==> src/sv/bcomp_pkg.sv <==
// shared types, constants and helpers of the barometer compensation pipeline
// no dependencies
package bcomp_pkg;

  localparam int unsigned RAW_BITS = 20;
  localparam int unsigned RAW_WIDTH_DEF = 20;
  localparam int unsigned DIV_STAGES = 64;

  typedef enum logic [2:0] {
    CAL_T1_T2 = 3'd0,
    CAL_T3_P1 = 3'd1,
    CAL_P2_P3 = 3'd2,
    CAL_P4_P5 = 3'd3,
    CAL_P6_P7 = 3'd4,
    CAL_P8_P9 = 3'd5
  } cal_idx_e;

  typedef struct packed {
    logic [RAW_BITS-1:0] raw_temperature;
    logic [RAW_BITS-1:0] raw_pressure;
  } in_word_t;

  typedef struct packed {
    logic signed [23:0] temperature_centi;
    logic [31:0]        pressure_q8;
    logic               pressure_invalid;
  } out_word_t;

  typedef struct packed {
    logic [15:0]        t1;
    logic signed [15:0] t2;
    logic signed [15:0] t3;
    logic [15:0]        p1;
    logic signed [15:0] p2;
    logic signed [15:0] p3;
    logic signed [15:0] p4;
    logic signed [15:0] p5;
    logic signed [15:0] p6;
    logic signed [15:0] p7;
    logic signed [15:0] p8;
    logic signed [15:0] p9;
  } cal_t;

  typedef struct packed {
    logic signed [23:0] temp;
    logic               inv;
  } tag_t;

  // low 64 bits of a 64-bit by 16-bit product from its two partial products
  function automatic logic [63:0] join_pp(logic signed [49:0] lo, logic [31:0] hi);
    logic [63:0] lo_ext;
    lo_ext = 64'(lo);
    return lo_ext + {hi, 32'b0};
  endfunction

endpackage

==> src/sv/bcomp_temp.sv <==
// temperature stages: fine temperature, centi-degree result, pressure offset term
// depends on bcomp_pkg
module bcomp_temp (
  input  logic                          clk_i,
  input  logic                          rst_ni,
  input  logic                          adv_i,
  input  logic                          valid_i,
  input  logic [bcomp_pkg::RAW_BITS-1:0] adc_t_i,
  input  logic [bcomp_pkg::RAW_BITS-1:0] adc_p_i,
  input  bcomp_pkg::cal_t               cal_i,
  output logic                          valid_o,
  output logic signed [25:0]            a_o,
  output logic signed [23:0]            temp_o,
  output logic [bcomp_pkg::RAW_BITS-1:0] adc_p_o
);
  import bcomp_pkg::*;

  logic [4:0] vld_q;
  logic signed [18:0] x1_q;
  logic signed [17:0] d_q;
  logic signed [34:0] m1_q;
  logic signed [35:0] dd_q;
  logic signed [23:0] v1_q;
  logic signed [39:0] m2_q;
  logic signed [24:0] fine_q;
  logic signed [25:0] a_q;
  logic signed [23:0] temp_q;
  logic [RAW_BITS-1:0] ap1_q, ap2_q, ap3_q, ap4_q, ap5_q;
  logic signed [27:0] f28, t28;

  always_ff @(posedge clk_i or negedge rst_ni) begin
    if (!rst_ni) begin
      vld_q <= '0;
    end else if (adv_i) begin
      vld_q <= {vld_q[3:0], valid_i};
    end
  end

  always_comb begin
    f28 = 28'(fine_q);
    t28 = (f28 <<< 2) + f28 + 28'sd128;
  end

  always_ff @(posedge clk_i) begin
    if (adv_i) begin
      x1_q   <= $signed({2'b0, adc_t_i[19:3]}) - $signed({2'b0, cal_i.t1, 1'b0});
      d_q    <= $signed({2'b0, adc_t_i[19:4]}) - $signed({2'b0, cal_i.t1});
      ap1_q  <= adc_p_i;
      m1_q   <= x1_q * cal_i.t2;
      dd_q   <= d_q * d_q;
      ap2_q  <= ap1_q;
      v1_q   <= 24'(m1_q >>> 11);
      m2_q   <= $signed(dd_q[35:12]) * cal_i.t3;
      ap3_q  <= ap2_q;
      fine_q <= 25'(v1_q) + 25'(m2_q >>> 14);
      ap4_q  <= ap3_q;
      // result always fits the 24-bit field
      temp_q <= 24'(t28 >>> 8);
      a_q    <= 26'(fine_q) - 26'sd128000;
      ap5_q  <= ap4_q;
    end
  end

  assign valid_o = vld_q[4];
  assign a_o     = a_q;
  assign temp_o  = temp_q;
  assign adc_p_o = ap5_q;
endmodule

==> config.mk <==
export PLATFORM = sky130hd
export DESIGN_NAME = bcomp_temp
export DESIGN_NICKNAME = d
export VERILOG_FILES = /design/src/sv/bcomp_pkg.sv /design/src/sv/bcomp_temp.sv
export SDC_FILE = /design/constraint.sdc
export NUM_CORES = 2
export LEC_CHECK = 0
export ABC_AREA = 1
export BUFFER_PORTS_ARGS = -buffer_cell sky130_fd_sc_hd__buf_2
export CAP_MARGIN = 0
export CORE_MARGIN = 2
export CORE_UTILIZATION = 40
export CTS_BUF_LIST = sky130_fd_sc_hd__clkbuf_4 sky130_fd_sc_hd__clkbuf_8 sky130_fd_sc_hd__clkbuf_16
export DETAILED_ROUTE_END_ITERATION = 8
export GPL_ROUTABILITY_DRIVEN = 0
export HOLD_SLACK_MARGIN = 0.02
export PLACE_DENSITY = 0.64
export SKIP_CTS_REPAIR_TIMING = 1
export SLEW_MARGIN = 20
export SYNTH_ARGS = -nofsm -noshare
export SYNTH_HDL_FRONTEND = slang
export SYNTH_SLANG_ARGS = --single-unit
==> constraint.sdc <==
create_clock -name clk_i -period 7.8 [get_ports clk_i]
set_input_delay 0.39 -clock clk_i [delete_from_list [all_inputs] [get_ports clk_i]]
set_output_delay 0.39 -clock clk_i [all_outputs]
set_load 0.01 [all_outputs]
==> impl_metrics.json <==
{
  "outcome": "complete, no violations",
  "crit_arrival_ns": 7.01,
  "hpwlAfterDp_um": 92000,
  "syn-num-nets": 7078,
  "clk_pin_slew_ns": 0.06,
  "final_max_slew_viol_count": 0,
  "wl_per_cell_um": 15.3,
  "grt_pass1_wl_um": 186000,
  "seqCellArea_um2": 8590,
  "avgSynthCellArea_um2": 8.63,
  "yosys-mux-area-fraction": 0.000234,
  "max_freq_mhz": 150,
  "fin_crit_ns": 6.69,
  "boundaryPins": 307,
  "grt-ovfl-total": 0,
  "tns_ns": 0,
  "htreeDepth": 2,
  "routed_wl_um": 111000,
  "synth_top_family_by_area": "adder cells",
  "port_buffers": 159,
  "grt_max_degree": 101,
  "worst_pin_slew_ns": 1.00,
  "vias_per_cell": 4.81,
  "setup_viol": 0,
  "numCtsBuffers": 34,
  "use_met2": 0.328,
  "multi_input_area_um2": 32900,
  "syn_to_final_growth_pct": 7.81,
  "root_buffer": "clkbuf_16",
  "clockBufferDepth": 3,
  "nets": 7150,
  "crit_path_end_kind": "register",
  "die_w_um": 351,
  "syn-cell-area_um2": 48200,
  "fin_crit_sh": 0.857,
  "rows": 127,
  "finalHoldViolCount": 0,
  "synth_xor_area_frac": 0.0243,
  "drt_iter0_drc": 1955,
  "grtUsageMet1": 0.247,
  "drc": 0,
  "worstSkewPairLatency_ns": 0.58,
  "vias": 35069,
  "seq_area_frac_synth": 0.178,
  "maxCapViolCount": 0,
  "clock-sinks": 287,
  "synth_warnings": 0,
  "worstPathRequired_ns": 8.13,
  "path_class": "register to register",
  "final_common_cell": "inv_1",
  "min_path_type": "input pin to register",
  "synth_compound_area_frac": 0.0439,
  "skew_ns": 0.0325,
  "initial_utilization": 0.402,
  "cts_tree": "yes",
  "final_cell_mix": "inv_1 (1596), nand2_1 (1243), fa_1 (912)",
  "synthSimpleGateAreaFrac": 0.145,
  "antenna_found_initial": 6,
  "grtUsageMet3": 0.0221,
  "drive_gt1_frac": 0.0509,
  "ant_nets": 0,
  "busiest_layer": "met2",
  "startpoint_type": "register",
  "fp.dieH_um": 351,
  "maxSlewHeadroom": 0.331,
  "firstDrtPassIters": 7,
  "grt_pass1_vias": 37125,
  "core_area_um2": 120000,
  "grt_util_all_layers": 0.188,
  "die-area_um2": 123000,
  "synth_cell_type_count": 52,
  "crit_fanout": 24,
  "synth-seq-cells": 287,
  "fill_cells": 11879,
  "synth_fa_ha_area_frac": 0.469,
  "postSynthCellCount": 5583,
  "timing.hold.ws_ns": 0.0491,
  "rsz0062_at_grt": "no",
  "fin_util": 0.434
}
-- final timing paths --
path / startpoint / endpoint / slack [ns] / cells past startpoint
worst min-delay path: valid_i / vld_q[0]$_DFFE_PN0P_ / 0.05 / 3
max in group asynchronous: rst_ni / vld_q[1]$_DFFE_PN0P_ / 7.51 / 2
worst min register to register: ap3_q[14]$_DFFE_PP_ / ap4_q[14]$_DFFE_PP_ / 0.39 / 0
min in group asynchronous: rst_ni / vld_q[4]$_DFFE_PN0P_ / 0.16 / 2
worst max register to register: x1_q[17]$_DFFE_PP_ / m1_q[33]$_DFFE_PP_ / 1.11 / 20
worst max-delay path: x1_q[17]$_DFFE_PP_ / m1_q[33]$_DFFE_PP_ / 1.11 / 20
-- cell usage after synthesis (all sizes together) --
cell,number,area [um^2]
a211oi,3,22.5
a21boi,6,48.8
a21o,35,263
a21oi,166,831
a31oi,17,106
and3,5,31.3
buf,20,104
clkbuf,154,578
clkinv,1,3.75
dfrtp,5,125
edfxtp,282,8470
fa,913,18300
ha,346,4330
inv,1608,6040
mux2,1,11.3
nand2,1251,4720
nand2b,1,6.26
nand3,123,621
nand3b,4,30.0
nand4,28,181
nor2,279,1060
nor3,38,206
nor3b,1,7.51
nor4,7,43.8
o2111ai,1,8.76
o211ai,7,57.6
o21a,7,52.6
o21ai,100,508
o21bai,25,195
o31a,1,8.76
o31ai,2,15.0
or2,12,75.1
xnor2,40,350
xor2,94,823
-- registers in the layout, summed over array words and instances (netlist names) --
register / flops
m1_q: 23
ap2_q: 20
temp_o: 20
a_o: 26
ap1_q: 20
ap3_q: 20
vld_q: 5
m2_q: 25
adc_p_o: 20
dd_q: 22
x1_q: 18
ap4_q: 20
v1_q: 23
fine_q: 25
-- cells by family after synthesis --
kind of cell	after synthesis
flip-flops	287
AND/OR/NAND/NOR	1749
buffers and inverters	1783
adder cells (fa/ha/maj)	1259
XOR/XNOR	134
multiplexers	1
AO/OA/AOI/OAI	370
-- area by class of cell --
cell class,instances,area share
multi-input cells,3513,0.633
diodes,1,0.0000481
flip-flops and latches,287,0.165
inverters,1609,0.116
clock buffers,37,0.0168
repair buffers,210,0.0239
clock inverters,25,0.00595
well taps,1612,0.0388
-- worst max-delay path: stages (launching register included) --
cell,delay (ns)
edfxtp_1,0.91
buf_4,0.38
nand2_1,0.13
inv_1,0.15
fa_1,0.49
fa_1,0.51
inv_1,0.31
fa_1,0.51
fa_1,0.58
fa_1,0.43
fa_1,0.54
inv_1,0.07
ha_1,0.34
a21oi_1,0.25
o21bai_1,0.09
a21oi_1,0.21
o21ai_0,0.13
a21oi_1,0.18
nand2_1,0.08
nand2_1,0.06
nand2_1,0.06
-- metrics by stage --
stage / cells / setup slack, ns / cell area [um^2]
2_1_floorplan: 5583 / 2.03 / 48200
3_3_place_gp: 7209 / 1.27 / 50600
3_5_place_dp: 7209 / 1.16 / 50600
4_1_cts: 7271 / 1.11 / 51700
5_1_grt: 7294 / 0.747 / 52000
6_report: 7294 / 1.11 / 52000
-- layer usage --
| metal | routed length [um] | share of wire | vias up |
|---|---|---|---|
| met5 | 45 | 0.00040 | - |
| met4 | 2770 | 0.025 | 8 |
| met3 | 6470 | 0.058 | 174 |
| met2 | 54700 | 0.49 | 987 |
| met1 | 47400 | 0.43 | 17403 |
| li1 | - | - | 16497 |
Power is not shown: default switching activity piles up to over one toggle a cycle in this logic, so the estimate is an artifact.
